### src/rtl/jlex_pkg.sv
package jlex_pkg;

   // token store limit; at most TOKEN_BYTES-1 bytes are kept per token
   localparam int TOKEN_BYTES = 64;
   localparam int LEN_W       = $clog2(TOKEN_BYTES);

   // result queue between front and back, power of two
   localparam int QUEUE_DEPTH = 4;
   localparam int PTR_W       = $clog2(QUEUE_DEPTH);

   // token kinds
   localparam logic [3:0] KIND_NONE    = 4'd0;
   localparam logic [3:0] KIND_END     = 4'd1;
   localparam logic [3:0] KIND_UNKNOWN = 4'd2;
   localparam logic [3:0] KIND_STRING  = 4'd3;
   localparam logic [3:0] KIND_NUMBER  = 4'd4;
   localparam logic [3:0] KIND_LITERAL = 4'd5;
   localparam logic [3:0] KIND_TRUE    = 4'd6;
   localparam logic [3:0] KIND_FALSE   = 4'd7;
   localparam logic [3:0] KIND_NULL    = 4'd8;
   localparam logic [3:0] KIND_PUNCT   = 4'd9;   // [ ] { } , : follow in that order

   typedef struct packed {
      logic [7:0] text_byte;
      logic       byte_valid;
      logic [3:0] token_kind;
      logic [5:0] token_length;
   } result_type;

   // one accepted request's results: one or two
   typedef struct packed {
      logic       two;
      result_type first;
      result_type second;
   } entry_type;

   typedef struct packed {
      logic      valid;
      entry_type entry;
   } queue_type;

endpackage

### src/rtl/jlex_front.sv
module jlex_front (
   input  logic                clock,
   input  logic                reset,
   input  logic                req_valid,
   output logic                req_ready,
   input  logic [7:0]          char_byte,
   input  logic                end_of_input,
   input  logic                queue_full,
   output jlex_pkg::queue_type push
);
   import jlex_pkg::*;

   localparam logic [1:0] MODE_START   = 2'd0;
   localparam logic [1:0] MODE_STRING  = 2'd1;
   localparam logic [1:0] MODE_NUMBER  = 2'd2;
   localparam logic [1:0] MODE_LITERAL = 2'd3;

   localparam logic [2:0] PH_INIT = 3'd0;
   localparam logic [2:0] PH_SIGN = 3'd1;
   localparam logic [2:0] PH_ZERO = 3'd2;
   localparam logic [2:0] PH_DEC  = 3'd3;
   localparam logic [2:0] PH_HEX  = 3'd4;

   localparam logic [LEN_W-1:0] LEN_MAX = LEN_W'(TOKEN_BYTES - 1);

   localparam logic [7:0] KW_TEXT [3][8] = '{
      '{"f", "a", "l", "s", "e", 8'h00, 8'h00, 8'h00},
      '{"t", "r", "u", "e", 8'h00, 8'h00, 8'h00, 8'h00},
      '{"n", "u", "l", "l", 8'h00, 8'h00, 8'h00, 8'h00}
   };
   localparam int unsigned KW_LEN [3]  = '{5, 4, 4};
   localparam logic [3:0]  KW_KIND [3] = '{KIND_FALSE, KIND_TRUE, KIND_NULL};
   localparam logic [7:0]  PUNCT [6]   = '{"[", "]", "{", "}", ",", ":"};

   function automatic logic is_digit(logic [7:0] c);
      return c >= "0" && c <= "9";
   endfunction

   function automatic logic is_alpha(logic [7:0] c);
      return (c >= "a" && c <= "z") || (c >= "A" && c <= "Z");
   endfunction

   function automatic logic is_xdigit(logic [7:0] c);
      return is_digit(c) || (c >= "a" && c <= "f") || (c >= "A" && c <= "F");
   endfunction

   function automatic logic is_blank(logic [7:0] c);
      return c == " " || c == 8'h09 || c == 8'h0A || c == 8'h0D;
   endfunction

   // KIND_NONE when not punctuation
   function automatic logic [3:0] punct_kind(logic [7:0] c);
      logic [3:0] kind;
      kind = KIND_NONE;
      for (int k = 5; k >= 0; k--)
         if (PUNCT[k] == c) kind = KIND_PUNCT + 4'(k);
      return kind;
   endfunction

   // bit 3 set: character ends the number
   function automatic logic [3:0] number_next(logic [2:0] ph, logic [7:0] c);
      logic [3:0] nx;
      nx = 4'b1000;
      unique case (ph)
         PH_INIT: begin
            if (c == "-") nx = {1'b0, PH_SIGN};
            else if (c == "0") nx = {1'b0, PH_ZERO};
            else if (is_digit(c)) nx = {1'b0, PH_DEC};
         end
         PH_SIGN: begin
            if (c == "0") nx = {1'b0, PH_ZERO};
            else if (is_digit(c)) nx = {1'b0, PH_DEC};
         end
         PH_ZERO: begin
            if (is_digit(c)) nx = {1'b0, PH_DEC};
            else if (c == "x" || c == "X") nx = {1'b0, PH_HEX};
         end
         PH_DEC:  if (is_digit(c)) nx = {1'b0, PH_DEC};
         PH_HEX:  if (is_xdigit(c)) nx = {1'b0, PH_HEX};
         default: nx = 4'b1000;
      endcase
      return nx;
   endfunction

   function automatic logic [2:0] kw_update(logic [2:0] km, logic [LEN_W-1:0] pos,
                                            logic [7:0] c);
      logic [2:0] m;
      m = km;
      for (int k = 0; k < 3; k++)
         if (!((32'(pos) < KW_LEN[k]) && (KW_TEXT[k][pos[2:0]] == c))) m[k] = 1'b0;
      return m;
   endfunction

   function automatic logic [3:0] literal_kind(logic [2:0] km, logic [LEN_W-1:0] pos);
      logic [3:0] kind;
      kind = KIND_LITERAL;
      for (int k = 2; k >= 0; k--)
         if (km[k] && 32'(pos) == KW_LEN[k]) kind = KW_KIND[k];
      return kind;
   endfunction

   function automatic result_type make_res(logic [7:0] b, logic v, logic [3:0] kind,
                                           logic [LEN_W-1:0] len);
      result_type r;
      r.text_byte    = b;
      r.byte_valid   = v;
      r.token_kind   = kind;
      r.token_length = 6'(32'(len));
      return r;
   endfunction

   logic [1:0]       mode_ff, mode_in;
   logic             esc_ff, esc_in;
   logic [2:0]       phase_ff, phase_in;
   logic [LEN_W-1:0] slen_ff, slen_in;
   logic [2:0]       km_ff, km_in;

   result_type res [2];
   logic [1:0] n;
   logic       do_start;
   logic [7:0] b;
   logic [3:0] nx;
   logic [3:0] pk;
   logic       take;

   assign req_ready = !queue_full;
   assign take      = req_valid && req_ready;

   always_comb begin
      mode_in  = mode_ff;
      esc_in   = esc_ff;
      phase_in = phase_ff;
      slen_in  = slen_ff;
      km_in    = km_ff;
      res[0]   = '0;
      res[1]   = '0;
      n        = 2'd0;
      do_start = 1'b0;
      b        = char_byte;
      nx       = number_next(phase_ff, char_byte);
      pk       = punct_kind(char_byte);

      if (end_of_input) begin
         unique case (mode_ff)
            MODE_STRING: begin
               res[0] = make_res(8'h00, 1'b0, KIND_STRING, slen_ff);
               n = 2'd1;
            end
            MODE_NUMBER: begin
               res[0] = make_res(8'h00, 1'b0, KIND_NUMBER, slen_ff);
               n = 2'd1;
            end
            MODE_LITERAL: begin
               res[0] = make_res(8'h00, 1'b0, literal_kind(km_ff, slen_ff), slen_ff);
               n = 2'd1;
            end
            default: n = 2'd0;
         endcase
         mode_in  = MODE_START;
         esc_in   = 1'b0;
         res[n[0]] = make_res(8'h00, 1'b0, KIND_END, '0);
         n = n + 2'd1;
      end else begin
         unique case (mode_ff)
            MODE_START: do_start = 1'b1;
            MODE_STRING: begin
               if (esc_ff) begin
                  esc_in = 1'b0;
                  unique case (char_byte)
                     "b":     b = 8'h08;
                     "f":     b = 8'h0C;
                     "n":     b = 8'h0A;
                     "r":     b = 8'h0D;
                     "t":     b = 8'h09;
                     default: b = char_byte;
                  endcase
                  // \u is kept as backslash then u
                  if (char_byte == "u" && slen_in < LEN_MAX) begin
                     slen_in = slen_in + LEN_W'(1);
                     res[n[0]] = make_res("\\", 1'b1, KIND_NONE, '0);
                     n = n + 2'd1;
                  end
                  if (slen_in < LEN_MAX) begin
                     slen_in = slen_in + LEN_W'(1);
                     res[n[0]] = make_res(b, 1'b1, KIND_NONE, '0);
                     n = n + 2'd1;
                  end
               end else if (char_byte == "\\") begin
                  esc_in = 1'b1;
               end else if (char_byte == "\"") begin
                  res[0]  = make_res(8'h00, 1'b0, KIND_STRING, slen_ff);
                  n       = 2'd1;
                  mode_in = MODE_START;
               end else if (slen_ff < LEN_MAX) begin
                  slen_in = slen_ff + LEN_W'(1);
                  res[0]  = make_res(char_byte, 1'b1, KIND_NONE, '0);
                  n       = 2'd1;
               end
            end
            MODE_NUMBER: begin
               if (!nx[3]) begin
                  phase_in = nx[2:0];
                  if (slen_ff < LEN_MAX) begin
                     slen_in = slen_ff + LEN_W'(1);
                     res[0]  = make_res(char_byte, 1'b1, KIND_NONE, '0);
                     n       = 2'd1;
                  end
               end else begin
                  res[0]   = make_res(8'h00, 1'b0, KIND_NUMBER, slen_ff);
                  n        = 2'd1;
                  mode_in  = MODE_START;
                  do_start = 1'b1;
               end
            end
            MODE_LITERAL: begin
               if (is_alpha(char_byte) ||
                   (slen_ff != '0 && (is_digit(char_byte) || char_byte == "_"))) begin
                  km_in = kw_update(km_ff, slen_ff, char_byte);
                  if (slen_ff < LEN_MAX) begin
                     slen_in = slen_ff + LEN_W'(1);
                     res[0]  = make_res(char_byte, 1'b1, KIND_NONE, '0);
                     n       = 2'd1;
                  end
               end else begin
                  res[0]   = make_res(8'h00, 1'b0, literal_kind(km_ff, slen_ff), slen_ff);
                  n        = 2'd1;
                  mode_in  = MODE_START;
                  do_start = 1'b1;
               end
            end
            default: do_start = 1'b0;
         endcase

         // start of a token; also the character that closed a number or literal
         if (do_start && !is_blank(char_byte)) begin
            slen_in = '0;
            if (pk != KIND_NONE) begin
               slen_in = LEN_W'(1);
               res[n[0]] = make_res(char_byte, 1'b1, pk, LEN_W'(1));
               n = n + 2'd1;
            end else if (char_byte == "\"") begin
               mode_in = MODE_STRING;
               esc_in  = 1'b0;
            end else if (is_digit(char_byte) || char_byte == "-") begin
               mode_in  = MODE_NUMBER;
               phase_in = 3'(number_next(PH_INIT, char_byte));
               slen_in  = LEN_W'(1);
               res[n[0]] = make_res(char_byte, 1'b1, KIND_NONE, '0);
               n = n + 2'd1;
            end else if (is_alpha(char_byte)) begin
               mode_in = MODE_LITERAL;
               km_in   = kw_update(3'b111, '0, char_byte);
               slen_in = LEN_W'(1);
               res[n[0]] = make_res(char_byte, 1'b1, KIND_NONE, '0);
               n = n + 2'd1;
            end else begin
               slen_in = LEN_W'(1);
               res[n[0]] = make_res(char_byte, 1'b1, KIND_UNKNOWN, LEN_W'(1));
               n = n + 2'd1;
            end
         end
      end
   end

   always_ff @(posedge clock) begin
      if (reset) begin
         mode_ff  <= MODE_START;
         esc_ff   <= 1'b0;
         phase_ff <= PH_INIT;
         slen_ff  <= '0;
         km_ff    <= 3'b111;
      end else if (take) begin
         mode_ff  <= mode_in;
         esc_ff   <= esc_in;
         phase_ff <= phase_in;
         slen_ff  <= slen_in;
         km_ff    <= km_in;
      end
   end

   always_comb begin
      push.valid        = take && (n != 2'd0);
      push.entry.two    = n[1];
      push.entry.first  = res[0];
      push.entry.second = res[1];
   end

   // the store never runs past its limit
   a_len_limit: assert property (@(posedge clock) disable iff (reset)
      slen_ff <= LEN_MAX)
      else $error("token length beyond store limit");

   // blank outside a token never produces a result
   a_blank_quiet: assert property (@(posedge clock) disable iff (reset)
      take && !end_of_input && mode_ff == MODE_START && is_blank(char_byte) |-> !push.valid)
      else $error("result from blank character");

endmodule

### src/rtl/jlex_queue.sv
module jlex_queue (
   input  logic                clock,
   input  logic                reset,
   input  jlex_pkg::queue_type push,
   input  logic                pop,
   output logic                full,
   output jlex_pkg::queue_type head
);
   import jlex_pkg::*;

   entry_type        store_ff [QUEUE_DEPTH];
   logic [PTR_W-1:0] wr_ptr_ff, wr_ptr_in;
   logic [PTR_W-1:0] rd_ptr_ff, rd_ptr_in;
   logic [PTR_W:0]   count_ff, count_in;
   logic             do_pop;

   assign full       = count_ff == (PTR_W + 1)'(QUEUE_DEPTH);
   assign head.valid = count_ff != '0;
   assign head.entry = store_ff[rd_ptr_ff];
   assign do_pop     = pop && head.valid;

   always_comb begin
      wr_ptr_in = push.valid ? wr_ptr_ff + PTR_W'(1) : wr_ptr_ff;
      rd_ptr_in = do_pop ? rd_ptr_ff + PTR_W'(1) : rd_ptr_ff;
      count_in  = count_ff + (PTR_W + 1)'(push.valid) - (PTR_W + 1)'(do_pop);
   end

   always_ff @(posedge clock) begin
      if (reset) begin
         wr_ptr_ff <= '0;
         rd_ptr_ff <= '0;
         count_ff  <= '0;
      end else begin
         wr_ptr_ff <= wr_ptr_in;
         rd_ptr_ff <= rd_ptr_in;
         count_ff  <= count_in;
      end
   end

   always_ff @(posedge clock) begin
      if (push.valid) store_ff[wr_ptr_ff] <= push.entry;
   end

   a_no_overflow: assert property (@(posedge clock) disable iff (reset)
      push.valid |-> !full)
      else $error("push into full queue");

   a_count_range: assert property (@(posedge clock) disable iff (reset)
      count_ff <= (PTR_W + 1)'(QUEUE_DEPTH))
      else $error("queue count out of range");

endmodule

### src/rtl/jlex_back.sv
module jlex_back (
   input  logic                clock,
   input  logic                reset,
   input  jlex_pkg::queue_type head,
   output logic                pop,
   output logic                rsp_tvalid,
   input  logic                rsp_tready,
   output logic [15:0]         rsp_tdata,   // text_byte[7:0], token_length[13:8], zero
   output logic [4:0]          rsp_tuser,   // byte_valid[0], token_kind[4:1]
   output logic                rsp_tlast
);
   import jlex_pkg::*;

   logic       out_v_ff, out_v_in;
   result_type out_ff, out_in;
   logic       out_last_ff, out_last_in;
   logic       pend_v_ff, pend_v_in;
   result_type pend_ff, pend_in;
   logic       free;

   assign free = !out_v_ff || rsp_tready;
   assign pop  = free && !pend_v_ff && head.valid;

   always_comb begin
      out_v_in    = out_v_ff;
      out_in      = out_ff;
      out_last_in = out_last_ff;
      pend_v_in   = pend_v_ff;
      pend_in     = pend_ff;
      if (free) begin
         priority if (pend_v_ff) begin
            out_v_in    = 1'b1;
            out_in      = pend_ff;
            out_last_in = 1'b1;
            pend_v_in   = 1'b0;
         end else if (head.valid) begin
            out_v_in    = 1'b1;
            out_in      = head.entry.first;
            out_last_in = !head.entry.two;
            pend_v_in   = head.entry.two;
            pend_in     = head.entry.second;
         end else begin
            out_v_in    = 1'b0;
         end
      end
   end

   always_ff @(posedge clock) begin
      if (reset) begin
         out_v_ff  <= 1'b0;
         pend_v_ff <= 1'b0;
      end else begin
         out_v_ff  <= out_v_in;
         pend_v_ff <= pend_v_in;
      end
   end

   always_ff @(posedge clock) begin
      out_ff      <= out_in;
      out_last_ff <= out_last_in;
      pend_ff     <= pend_in;
   end

   assign rsp_tvalid = out_v_ff;
   assign rsp_tdata  = {2'b00, out_ff.token_length, out_ff.text_byte};
   assign rsp_tuser  = {out_ff.token_kind, out_ff.byte_valid};
   assign rsp_tlast  = out_last_ff;

   // a held second result always sits behind a shown first one
   a_pend_behind: assert property (@(posedge clock) disable iff (reset)
      pend_v_ff |-> out_v_ff && !out_last_ff)
      else $error("second result without first");

   a_not_last_has_pend: assert property (@(posedge clock) disable iff (reset)
      out_v_ff && !out_last_ff |-> pend_v_ff)
      else $error("non-final result with nothing behind it");

   a_pop_shows: assert property (@(posedge clock) disable iff (reset)
      pop |=> out_v_ff)
      else $error("popped entry not shown");

endmodule

### src/rtl/json_lexer.sv
// JSON lexer: one character per request on the req_ channel, tokens out on rsp_.
// A request carries a character byte in req_tdata, or an end-of-input mark in
// req_tuser (the byte is then ignored). Each request yields zero, one or two
// results: stored token bytes (byte_valid set) and token ends (kind, length).
// rsp_tlast marks the final result belonging to one request.
// The front lexes a request in the cycle it is accepted and writes its results
// as one entry into a four-entry queue; the back drains the queue through an
// output register, one result per cycle while the receiver is ready.
// A request's results pass through its queue entry and then the output register.
// Throughput: one request per cycle while the queue has room; a request with
// two results holds the output for both of them, so the sustained rate is set
// by the single result port.
// req_tready drops only when the queue is full; a stalled receiver fills the
// queue and then holds off requests, with nothing lost or repeated.
// Reset is synchronous and active high: lexer back to start of token, queue
// and output emptied; no clearing pass is needed.
module json_lexer (
   input  logic        clock,
   input  logic        reset,
   input  logic        req_tvalid,
   output logic        req_tready,
   input  logic [7:0]  req_tdata,    // char_byte[7:0]
   input  logic        req_tuser,    // end_of_input[0]
   output logic        rsp_tvalid,
   input  logic        rsp_tready,
   output logic [15:0] rsp_tdata,    // text_byte[7:0], token_length[13:8], zero[15:14]
   output logic [4:0]  rsp_tuser,    // byte_valid[0], token_kind[4:1]
   output logic        rsp_tlast
);
   import jlex_pkg::*;

   queue_type push;
   queue_type head;
   logic      queue_full;
   logic      pop;

   // front: lexer state and result building
   jlex_front u_front (
      .clock        (clock),
      .reset        (reset),
      .req_valid    (req_tvalid),
      .req_ready    (req_tready),
      .char_byte    (req_tdata),
      .end_of_input (req_tuser),
      .queue_full   (queue_full),
      .push         (push)
   );

   // decouples lexing from a stalled receiver
   jlex_queue u_queue (
      .clock (clock),
      .reset (reset),
      .push  (push),
      .pop   (pop),
      .full  (queue_full),
      .head  (head)
   );

   // back: serialises one or two results per entry
   jlex_back u_back (
      .clock      (clock),
      .reset      (reset),
      .head       (head),
      .pop        (pop),
      .rsp_tvalid (rsp_tvalid),
      .rsp_tready (rsp_tready),
      .rsp_tdata  (rsp_tdata),
      .rsp_tuser  (rsp_tuser),
      .rsp_tlast  (rsp_tlast)
   );

endmodule

### config.mk
export PLATFORM = sky130hd
export DESIGN_NAME = json_lexer
export DESIGN_NICKNAME = d
export VERILOG_FILES = /design/src/rtl/jlex_pkg.sv /design/src/rtl/jlex_front.sv /design/src/rtl/jlex_queue.sv /design/src/rtl/jlex_back.sv /design/src/rtl/json_lexer.sv
export SDC_FILE = /design/constraint.sdc
export NUM_CORES = 1
export LEC_CHECK = 0
export ABC_AREA = 1
export BUFFER_PORTS_ARGS = -buffer_cell sky130_fd_sc_hd__buf_4
export CORE_MARGIN = 2
export CORE_UTILIZATION = 35
export CTS_CLUSTER_SIZE = 16
export DETAILED_ROUTE_END_ITERATION = 16
export PLACE_DENSITY = 0.6
export SKIP_CTS_REPAIR_TIMING = 1
export SLEW_MARGIN = 20
export SYNTH_ARGS = -nofsm -noshare
export SYNTH_HDL_FRONTEND = slang
export SYNTH_SLANG_ARGS = --single-unit
### constraint.sdc
create_clock -name clock -period 14.5 [get_ports clock]
set_input_delay 0.725 -clock clock [delete_from_list [all_inputs] [get_ports clock]]
set_output_delay 0.725 -clock clock [all_outputs]
set_load 0.01 [all_outputs]
== After elaboration in Yosys (flattened, before gate mapping) ==
Memories as Yosys holds them, arrays and structs flattened. A register that Yosys moved wholly into a read port is not among the register bits.
Index checks and enable logic that the tools add are counted.

* Register bits after elaboration: 63
* RAM bits: 156
* Memory bits (read-only): 192
* Bits of input ports: 13
* Output and inout port bits: 24
* Word-level logic and storage cells: 301
* Memories kept: 4

{| class="wikitable"
|+ Memory list
! memory !! words !! bits a word !! read ports !! clocked after Yosys merged registers in !! wr ports !! line !! RTL
|-
| u_queue.store_ff || 4 || 39 || 1 || 1 || 1 || jlex_queue.sv:11 || <nowiki>entry_type store_ff [QUEUE_DEPTH];</nowiki>
|-
| (no name shown) || 8 || 8 || 1 || 0 || 0 || jlex_front.sv:90 || <nowiki>if (!((32'(pos) < KW_LEN[k]) && (KW_TEXT[k][pos[2:0]] == c))) m[k] = 1'b0;</nowiki>
|-
| (no name shown) || 8 || 8 || 1 || 0 || 0 || jlex_front.sv:90 ||
|-
| (no name shown) || 8 || 8 || 1 || 0 || 0 || jlex_front.sv:90 ||
|}

* Add/sub/neg operators: 9
* $lt $le $gt $ge: 19
* Eq/ne operators: 43
* Muxes and demuxes: 147
* Bitwise operators: 9
* Reductions and logical operators: 51

{| class="wikitable"
|+ Operators by type and width
! operator !! count
|-
| 19-bit 2-to-1 mux || 19
|-
| 38-bit 2-to-1 mux || 7
|-
| 38-bit bitwise mux || 4
|-
| 8-bit by 7-bit == test with 1-bit output, second input constant || 10
|-
| 6-bit 2-to-1 mux || 13
|-
| 8-bit 2-to-1 mux || 9
|-
| 4-bit 2-to-1 mux || 15
|-
| 19-bit demux with 1-bit select || 3
|-
| 19-bit case mux with 3 select lines || 1
|-
| 7-bit by 8-bit == test with 1-bit output, first input constant || 7
|-
| 2-bit 2-to-1 mux || 27
|-
| 8-bit case mux with 5 select lines || 1
|-
| 3-bit 2-to-1 mux || 13
|-
| 36-bit bitwise AND || 1
|-
| 36-bit inverter || 1
|-
| 8-bit by 6-bit == test with 1-bit output, second input constant || 4
|-
| 8-bit by 7-bit <= comparator with 1-bit output, second input constant || 4
|-
| 10-bit case mux with 3 select lines || 1
|-
| 1-bit 2-to-1 mux || 28
|-
| 8-bit by 4-bit == test with 1-bit output, second input constant || 3
|-
| 8-bit == test || 3
|-
| 1-bit logical AND || 22
|-
| 4-bit case mux with 5 select lines || 1
|-
| 18-bit 2-to-1 mux || 1
|-
| other kinds (42) || 80
|}

== Depth between registers and ports, before layout ==
Gate-level depths: netlist of run 1.

* Depth in word-level cells: 23
* Gate-level depth with buffers: 32
* Depth with buffers taken out: 30

== By module ==
Synthesis of run 1 repeated with hierarchy kept, for this count alone.

* Cells, all modules: 1,225
* Area total of the unflattened synthesis: 11,397.2 um^2

{| class="wikitable"
|+ By module, submodules not included
! module !! instances !! cells each !! area an instance (um^2) !! seq. area each (um^2)
|-
| jlex_queue || 1 || 440 || 6,249.7 || 4,864.7
|-
| jlex_front || 1 || 664 || 3,592.2 || 300.3
|-
| jlex_back || 1 || 121 || 1,555.2 || 1,211.2
|}

== Worst setup path before layout of run 1 ==
Ideal clock, no wire load.

* Path kind: input to register
* From: input req_tdata[5]
* To: memory u_queue.store_ff[0][0] (netlist name) (enable)
* Setup time: 0.425 ns
* Arrival time: 4.820 ns
* Data required time: 14.075 ns
* Slack: 9.255 ns
* Stages: 25
* Path buffers: 2
* Path through: buf_4 > nand2_1 > nor2_4 > nand2_4 > nor2_8 > inv_4 > nand2_1 > o21ai_0 > inv_1 > ha_1 > inv_1 > nor2_2 > nand3_2 > buf_6 > ha_1 > nand2_1 > a21boi_1 > nand3_2 > nand2_4 > nand2_4 > nand2_2 > nor2_1 > nand2_2 > nand2_2 > nor2_1

* Longest elaborated chain between the ends: 20
* Elaborated cells on any way between the ends: 89
* Classes of those cells: add/sub (2); order compare (9); eq/ne (18); mux (39); reduce/logical (21)

{| class="wikitable"
|+ Ends and longest elaborated chain
! element !! line !! RTL
|-
| start: declaration || json_lexer.sv:22 || <nowiki>input logic [7:0] req_tdata,</nowiki>
|-
| 8-bit by 7-bit == test with 1-bit output || jlex_front.sv:178 || <nowiki>if (char_byte == "u" && slen_in < LEN_MAX) begin</nowiki>
|-
| 1-bit logical AND || jlex_front.sv:178 ||
|-
| 6-bit 2-to-1 mux / 1-bit 2-to-1 mux (equally long branches) || jlex_front.sv:178 ||
|-
| 6-bit 2-to-1 mux / 2-bit 2-to-1 mux (equally long branches) || jlex_front.sv:167 || <nowiki>if (esc_ff) begin</nowiki>
|-
| 6-bit 2-to-1 mux / 2-bit 2-to-1 mux (equally long branches) || jlex_front.sv:164 || <nowiki>unique case (mode_ff)</nowiki>
|-
| 6-bit 2-to-1 mux / 2-bit 2-to-1 mux (equally long branches) || jlex_front.sv:143 || <nowiki>if (end_of_input) begin</nowiki>
|-
| 6-bit < comparator / 2-bit by 1-bit adder with 2-bit output (equally long branches) || jlex_front.sv:183, jlex_front.sv:186 ||
|-
| 2-bit 2-to-1 mux || jlex_front.sv:183 || <nowiki>if (slen_in < LEN_MAX) begin</nowiki>
|-
| (+4 left out) || n/a ||
|-
| 2-bit 2-to-1 mux || jlex_front.sv:241 || <nowiki>end else if (char_byte == "\"") begin</nowiki>
|-
| 2-bit 2-to-1 mux || jlex_front.sv:237 || <nowiki>if (pk != KIND_NONE) begin</nowiki>
|-
| 2-bit 2-to-1 mux (*) || jlex_front.sv:235 || <nowiki>if (do_start && !is_blank(char_byte)) begin</nowiki>
|-
| 2-bit 2-to-1 mux (*) || jlex_front.sv:143 ||
|-
| 2-bit nonzero test (*) || jlex_front.sv:282 || <nowiki>push.valid = take && (n != 2'd0);</nowiki>
|-
| 1-bit logical AND (*) || jlex_front.sv:282 ||
|-
| 1-bit 2-to-1 mux (*) || jlex_queue.sv:41 || <nowiki>if (push.valid) store_ff[wr_ptr_ff] <= push.entry;</nowiki>
|-
| 1-bit 2-to-1 mux (implied by the code) (*) || jlex_queue.sv:41 ||
|-
| end: declaration || jlex_queue.sv:11 ||
|}

Mark *: on every way between the ends. The rest lies on a longest branch, timed or not. The select of a mux whose other input is x is not followed.

== Worst setup path in the final report of run 1 ==
* From: register u_front.slen_ff[1]
* To: memory u_queue.store_ff[2][33] (netlist name) (enable)

* Longest elaborated chain between the ends: 20
* Elaborated cells on any way between the ends: 38
* Classes of those cells: add/sub (3); order compare (2); mux (26); reduce/logical (7)

{| class="wikitable"
|+ Ends and longest elaborated chain
! element !! line !! RTL
|-
| start: declaration || jlex_front.sv:115 || <nowiki>logic [LEN_W-1:0] slen_ff, slen_in;</nowiki>
|-
| start signal: assignment || jlex_front.sv:276 || <nowiki>slen_ff <= slen_in;</nowiki>
|-
| 6-bit < comparator || n/a ||
|-
| 1-bit logical AND || jlex_front.sv:178 ||
|-
| 6-bit 2-to-1 mux / 1-bit 2-to-1 mux (equally long branches) || jlex_front.sv:178 ||
|-
| 6-bit 2-to-1 mux / 2-bit 2-to-1 mux (equally long branches) || jlex_front.sv:167 ||
|-
| 6-bit 2-to-1 mux / 2-bit 2-to-1 mux (equally long branches) || jlex_front.sv:164 ||
|-
| 6-bit 2-to-1 mux / 2-bit 2-to-1 mux (equally long branches) || jlex_front.sv:143 ||
|-
| 6-bit < comparator / 2-bit by 1-bit adder with 2-bit output (equally long branches) || jlex_front.sv:183, jlex_front.sv:186 ||
|-
| 2-bit 2-to-1 mux || jlex_front.sv:183 ||
|-
| (+4 left out) || n/a ||
|-
| 2-bit 2-to-1 mux || jlex_front.sv:241 ||
|-
| 2-bit 2-to-1 mux || jlex_front.sv:237 ||
|-
| 2-bit 2-to-1 mux (*) || jlex_front.sv:235 ||
|-
| 2-bit 2-to-1 mux (*) || jlex_front.sv:143 ||
|-
| 2-bit nonzero test (*) || jlex_front.sv:282 ||
|-
| 1-bit logical AND (*) || jlex_front.sv:282 ||
|-
| 1-bit 2-to-1 mux (*) || jlex_queue.sv:41 ||
|-
| 1-bit 2-to-1 mux (implied by the code) (*) || jlex_queue.sv:41 ||
|}

Marked as above.

==> qor_table.md, run 1 <==
| Parameter | Value | Unit |
|:---|:---|:---|
| Result of the run | completed | - |
| Critical path data arrival time | 4.93 | ns |
| Antenna cells | 0 | - |
| End of the worst register-to-register path | u_queue.store_ff[2][33] | - |
| Clock Skew | 0.0130 | ns |
| Area share of the largest cell type after synthesis | 0.516 | - |
| Root Driver | clkbuf_16 | - |
| Gate Count Post-Synth | 1061 | - |
| Routed vias | 7574 | - |
| Top fanout value on the critical path | 34 | - |
| Number of placed I/O pins | 37 | - |
| R2R cell count | 21 | - |
| Sequential share of the synthesized area | 0.568 | - |
| Max-slew violation count | 0 | - |
| Number of rows created at floorplan | 61 | - |
| Horizontal die dimension | 172 | um |
| Power per standard cell area | 157 | mW/mm^2 |
| Synth area leaders | edfxtp_1 52%, nor2_1 7.2%, nand2_1 5.8% | - |
| CP Launch Point | u_front.slen_ff[1] | - |
| Fmax | 0.204 | GHz |
| Number of port buffers | 34 | - |
| Final setup violation count | 0 | - |
| Synth-to-layout area growth | 12.1 | % |
| Number of flip-flops and latches in the synthesized netlist | 196 | - |
| Die Height | 172 | um |
| Crit path required time | 14.54 | ns |
| Final Hold Vio Count | 0 | - |
| DR vias/cell | 5.16 | - |
| DR DRC count | 0 | - |
| Total leakage power | 4.20 | nW |
| Global-route wire length before repair | 40.2 | mm |
| Total routed wirelength | 26.3 | mm |
| Area leader, netlist | edfxtp_1 | - |
| Max-cap violations | 0 | - |
| Overall Global Routing Usage | 0.182 | - |
| Grt total ovfl | 0 | - |
| Number of buffers created by CTS | 17 | - |
| Initial cell density of the core | 0.355 | - |
| Post-route clock period utilization | 0.337 | - |
| Number of DRC markers after the initial detailed-route iteration | 720 | - |
| Mean post-synth cell area | 9.33 | um^2 |
| Worst Hold Class | reg2reg | - |
| Kind of critical path | reg2reg | - |
| Htree depth | 4 | - |
| Post-synth EDFFs | 170 | - |
| CTS max path bufs | 2 | - |
| Clock Sinks | 196 | - |
| Kind of start point of the critical path | register | - |
| Hold Path Depth | 2 | - |
| Clock transition time at the flip-flop clock pins of the worst setup and hold paths | 0.07 | ns |
| Time the worst path needs with I/O delays and setup | 4.89 | ns |
| Layout cells sized above 1 | 0.118 | - |
| List of most frequent post-synthesis cells | 191 x nor2_1, 170 x edfxtp_1, 152 x nand2_1, 100 x o21ai_0, 93 x inv_1 | - |
| Warnings from Yosys | 0 | - |
| Least-Margin Pin Slew | 1.05 | ns |
| Final TNS setup | 0 | ns |
| Final weighted congestion in routability-driven placement | 0.961 | - |
| Setup slack of the most critical reg-to-reg path | 9.61 | ns |
| Number of antenna violations at the first check in global routing | 0 | - |
| Area inside the core boundary | 0.0279 | mm^2 |
| Total iterations of the first detailed-routing run | 6 | - |
| Share of flip-flops with an asynchronous set or reset | 0 | - |
| Slew Limit Headroom | 0.300 | - |
| Clock insertion delay at the later pin of the skew report | 0.42 | ns |
| Number of distinct library cell variants in the gate-level netlist after synthesis | 52 | - |
| Launch point of the worst reg-to-reg path | u_front.slen_ff[1] | - |
| CTS tree | done | - |
| Final HPWL DP | 18.3 | mm |
| Wirelength per Cell | 17.9 | um |
| Most frequently used flop master after synthesis | edfxtp_1 | - |
| Area enclosed by the die boundary | 0.0297 | mm^2 |
| Hold path startpoint | u_queue.rd_ptr_ff[1] | - |
| RSZ-0062 raised after global routing | false | - |
| Pin count of the biggest net entering global routing | 70 | - |
| Power consumption | 1.74 | mW |
| Total standard cell area after synthesis | 0.00990 | mm^2 |
| Number of nets still failing antenna checks after routing | 0 | - |
| Worst IR drop on VDD | 71.4 | uV |
| Final net count | 1111 | - |
| Count leader, synth | nor2_1 | - |
| Vias in the first global route | 7078 | - |
| Crit path capture type | register | - |
cell type report:
type	instances	area (um^2)
sequential	196	5630
clock buffer	17	425
tap	378	473
inverter	110	424
fill	2759	16800
clock inverter	15	140
timing repair buffer	42	360
multi-input combinational	710	3650
kinds of logic after synthesis:
group,after synthesis,share of synthesized area
adders and majority gates,21,0.0273
AOI/OAI and AO/OA,233,0.133
buffers and inverters,156,0.0668
other,1,0.000379
and+or+nand+nor,444,0.195
xor gates and xnor gates,10,0.00885
DFF,196,0.568
registers in the layout, summed over array words and instances (netlist names), named ones only:
register	count
u_back.pend_ff	14
u_back.pend_v_ff	1
u_back.rsp_tdata	14
u_back.rsp_tlast	1
u_back.rsp_tuser	5
u_back.rsp_tvalid	1
u_front.esc_ff	1
u_front.km_ff	3
u_front.mode_ff	2
u_front.phase_ff	3
u_front.slen_ff	6
u_queue.count_ff	3
u_queue.rd_ptr_ff	2
u_queue.store_ff	136
u_queue.wr_ptr_ff	2
worst max-delay path, stage by stage, from the launching register on:
cell and delay [ns]:
dfxtp_1 0.55, ha_1 0.30, nand2_1 0.14, inv_2 0.23, nor2_8 0.08, xor2_1 0.16
inv_1 0.13, ha_1 0.16, inv_1 0.05, nor2_2 0.15, nand3_2 0.28, ha_1 0.38
nand2_1 0.06, a21boi_1 0.18, nand3_2 0.13, nand2_4 0.16, nor2_4 0.08, nand2_1 0.06
nand2_1 0.08, nand2_2 0.13, nand2_2 0.16, nor2_4 0.83
stage by stage:
step	worst slack (ns)	hold WS, ns	cells	util	instance area [um^2]
2_1_floorplan	9.25	0.436	1062	-	9910
3_3_place_gp	9.24	0.449	1433	0.376	10500
3_5_place_dp	9.20	0.460	1433	0.376	10500
4_1_cts	9.52	0.470	1465	0.396	11000
5_1_grt	9.20	0.498	1468	0.398	11100
6_report	9.61	0.464	1468	0.398	11100
placed cells by master, fill, tap and decap left out, types with 6 or more instances in the layout:
master	synthesis	layout
ha_1	20	20
nand2_1	152	152
clkinv_1	4	6
edfxtp_1	170	170
nor3_1	11	11
clkbuf_16	0	17
inv_1	93	93
buf_4	6	39
xor2_1	8	8
nand4_1	8	8
nor2_1	191	187
nand3_1	45	45
a31oi_1	16	16
inv_2	8	8
o21ai_0	100	100
a21oi_1	52	52
dfxtp_1	26	25
o22ai_1	23	23
o21ai_1	10	10
nor2_4	5	9
nor2_2	8	8
nand2_2	10	10
worst max-delay path by stage:
stage	endpoint	cells past startpoint
after detailed placement	u_queue.store_ff[0][25]	25
after floorplan	u_queue.store_ff[0][0]	25
after global placement	u_queue.store_ff[0][25]	25
after CTS	u_queue.store_ff[0][17]	21
after global routing	u_queue.store_ff[2][33]	21
final	u_queue.store_ff[2][33]	21
where the power goes:
part           switching [mW]  internal (mW)  leakage (nW)
clock network           0.221          0.227         0.276
logic                   0.337          0.158          2.10
registers              0.0338          0.764          1.82
metal layers:
metal  up-vias  wire (um)  GRT usage
met5         -          0          0
met4         0        633     0.0643
met3        45       1250     0.0277
met2       236      12300      0.296
met1      3616      12100      0.248
li1       3677          -          -
(Power assumes the default switching activity.)
==> run 2, diff against run 1 <==
==> constraint.sdc (replaced) <==
create_clock -name clock -period 5 [get_ports clock]
set_input_delay 0.25 -clock clock [delete_from_list [all_inputs] [get_ports clock]]
set_output_delay 0.25 -clock clock [all_outputs]
set_load 0.01 [all_outputs]
==> run 2 against run 1 <==
Sequential power increased to 2.9 times the previous value. Critical path depth increased by 6. Combinational power increased to 2.9 times the previous value. Core utilization increased by 0.23 points. Flip-flop and latch count unchanged. Design area increased by 0.59%. Global-route usage increased by 0.53 points. Clock skew increased by 0.014 ns. Critical path type unchanged. Largest power group unchanged. Highest routed layer unchanged.
==> qor_table.md, run 2 (synthesis gave the netlist of run 1 again) <==
| Parameter | Value | Unit | Delta |
|:---|:---|:---|:---|
| Crit path capture type | register | - |  |
| Layout cells sized above 1 | 0.121 | - | +0.00242 |
| Area inside the core boundary | 0.0279 | mm^2 | unchanged |
| DR vias/cell | 5.20 | - | +0.77% |
| Routed vias | 7648 | - | +0.98% |
| Met1 Wirelength | 11.8 | mm | -2.5% |
| Number of cells in the finished layout apart from fillers | 1471 | - | +0.20% |
| Max-cap violations | 0 | - | unchanged |
| Initial cell density of the core | 0.355 | - | unchanged |
| Topmost layer with routed signal wires | met4 | - |  |
| Max incr delay on CP | 0.47 | ns | -0.36 ns |
| Amount of wire on met3 after detailed routing | 1.67 | mm | +33% |
| Clock transition time at the flip-flop clock pins of the worst setup and hold paths | 0.08 | ns | about the same |
| Final Hold Vio Count | 0 | - | unchanged |
| Global-route wire length before repair | 41.5 | mm | +3.1% |
| Final net count | 1115 | - | +0.36% |
| Wirelength per Cell | 18.3 | um | +2.1% |
| Worst path bufs/invs | 6 | - | +3 |
| Overall Global Routing Usage | 0.187 | - | +0.00528 |
| Die Height | 172 | um | unchanged |
| Leading cell type in the layout, fill and taps excluded | nor2_1 | - |  |
| Time the worst path needs with I/O delays and setup | 4.41 | ns | -0.488 ns |
| Worst IR drop on VDD | 213 | uV | +200% |
| Total routed wirelength | 26.9 | mm | +2.3% |
| Kind of critical path | reg2reg | - |  |
| Number of nets still failing antenna checks after routing | 0 | - | unchanged |
| Vias in the first global route | 7376 | - | +4.2% |
| Cell family with the largest share of critical-path delay | simple AND/OR/NAND/NOR gates | - |  |
| Power per standard cell area | 461 | mW/mm^2 | +190% |
| Number of rows created at floorplan | 61 | - | unchanged |
| Number of DRC markers after the initial detailed-route iteration | 725 | - | +0.69% |
| Max-slew violation count | 0 | - | unchanged |
| Placement Setup Slack | 0.566 | ns | -8.63 ns |
| Fmax | 0.227 | GHz | +11% |
| Total iterations of the first detailed-routing run | 5 | - | -1 |
| Least-Margin Pin Slew | 0.945 | ns | -0.103 ns |
| CTS max path bufs | 2 | - | unchanged |
| Total leakage power | 4.23 | nW | +0.75% |
| Number of antenna violations at the first check in global routing | 0 | - | unchanged |
| Grt total ovfl | 0 | - | unchanged |
| RSZ-0062 raised after global routing | false | - |  |
| DR DRC count | 0 | - | unchanged |
| Clock insertion delay at the later pin of the skew report | 0.44 | ns | +0.02 ns |
| Result of the run | completed | - |  |
| Clock Sinks | 196 | - | unchanged |
| Number of flip-flops in the largest register | 136 | - | unchanged |
| Final weighted congestion in routability-driven placement | 0.944 | - | -1.8% |
| Wire length on met2 | 12.4 | mm | +0.71% |
| Reg with most FFs | u_queue.store_ff | - |  |
| Post-route clock period utilization | 0.881 | - | +0.544 |
| Critical path data arrival time | 4.77 | ns | -0.16 ns |
| Most used cells in the layout excluding fill and tap cells | 187 x nor2_1, 170 x edfxtp_1, 152 x nand2_1, 100 x o21ai_0, 93 x inv_1 | - |  |
| Number of placed I/O pins | 37 | - | unchanged |
| Final setup violation count | 0 | - | unchanged |
| Root Driver | clkbuf_16 | - |  |
| Hold path startpoint | rsp_tready | - |  |
| Area enclosed by the die boundary | 0.0297 | mm^2 | unchanged |
| CTS tree | done | - |  |
| Top fanout value on the critical path | 9 | - | -74% |
| Synth-to-layout area growth | 12.7 | % |  |
| # fillers | 2748 | - | -0.40% |
| Crit path required time | 5.37 | ns | -9.17 ns |
| Antenna cells | 0 | - | unchanged |
| Placed instance count | 1440 | - | +0.49% |
| Horizontal die dimension | 172 | um | unchanged |
| Worst Hold Class | in2reg | - |  |
| Kind of start point of the critical path | register | - |  |
| Htree depth | 4 | - | unchanged |
| Final TNS setup | 0 | ns | unchanged |
| Number of port buffers | 34 | - | unchanged |
| Pin count of the biggest net entering global routing | 69 | - | -1.4% |
| Post-layout worst setup margin | 0.595 | ns | -9.01 ns |
| Launch point of the worst reg-to-reg path | u_front.slen_ff[1] | - |  |
| Number of buffers created by CTS | 17 | - | unchanged |
| Standard cell with the maximum stage delay on the critical path | dfxtp_1 | - |  |
| Setup slack of the most critical reg-to-reg path | 0.59 | ns | -9.01 ns |
| CP Launch Point | u_front.slen_ff[1] | - |  |
| Slew Limit Headroom | 0.369 | - | +0.0693 |
| Clock Skew | 0.0274 | ns | +0.0144 ns |
| Final HPWL DP | 18.7 | mm | +2.1% |
[run 2: area by class of cell]
class / instances / area (um^2) / area share
clock buffer: 17 / 425 / 0.0381
sequential: 196 / 5630 / 0.504
tap: 378 / 473 / 0.0424
timing repair buffer: 46 / 395 / 0.0354
multi-input combinational: 710 / 3650 / 0.327
inverter: 110 / 424 / 0.0380
clock inverter: 14 / 170 / 0.0152
[run 2: through the flow]
stage | power [mW] | instance area, um^2 | utilization | hold slack, ns
after global placement | 3.79 | 10600 | 0.379 | 0.449
after floorplan | 3.27 | 9910 | - | 0.431
after CTS | 5.20 | 11200 | 0.401 | 0.0929
after global routing | 5.46 | 11200 | 0.401 | 0.0944
final | 5.14 | 11200 | 0.401 | 0.0990
after detailed placement | 3.81 | 10600 | 0.379 | 0.455
[run 2: per-layer routing]
metal	vias to the layer above	global-route usage
li1	3686	-
met1	3635	0.242
met2	269	0.300
met3	58	0.0412
met4	0	0.0859
met5	-	0
[run 2: final timing paths]
| path | end | cells past startpoint |
|---|---|---|
| worst min register to register | register | 2 |
| worst max-delay path | u_queue.count_ff[2] | 27 |
| worst min-delay path | u_back.pend_v_ff | 4 |
| worst max register to register | u_queue.count_ff[2] | 27 |
[run 2: worst register-to-register path, delay by kind of cell, from the launching register on]
kind | cells | cell delay, ns
AOI/OAI and AO/OA | 3 | 0.40
xor gates and xnor gates | 1 | 0.16
and+or+nand+nor | 12 | 1.41
adders and majority gates | 5 | 1.31
DFF | 1 | 0.47
buffers and inverters | 6 | 0.60
[run 2: power by group]
part           leakage [nW]  internal (mW)  switching [mW]  total, mW
Clock                 0.289          0.751           0.635       1.39
Combinational          2.12          0.459           0.977       1.44
Sequential             1.82           2.22           0.105       2.32
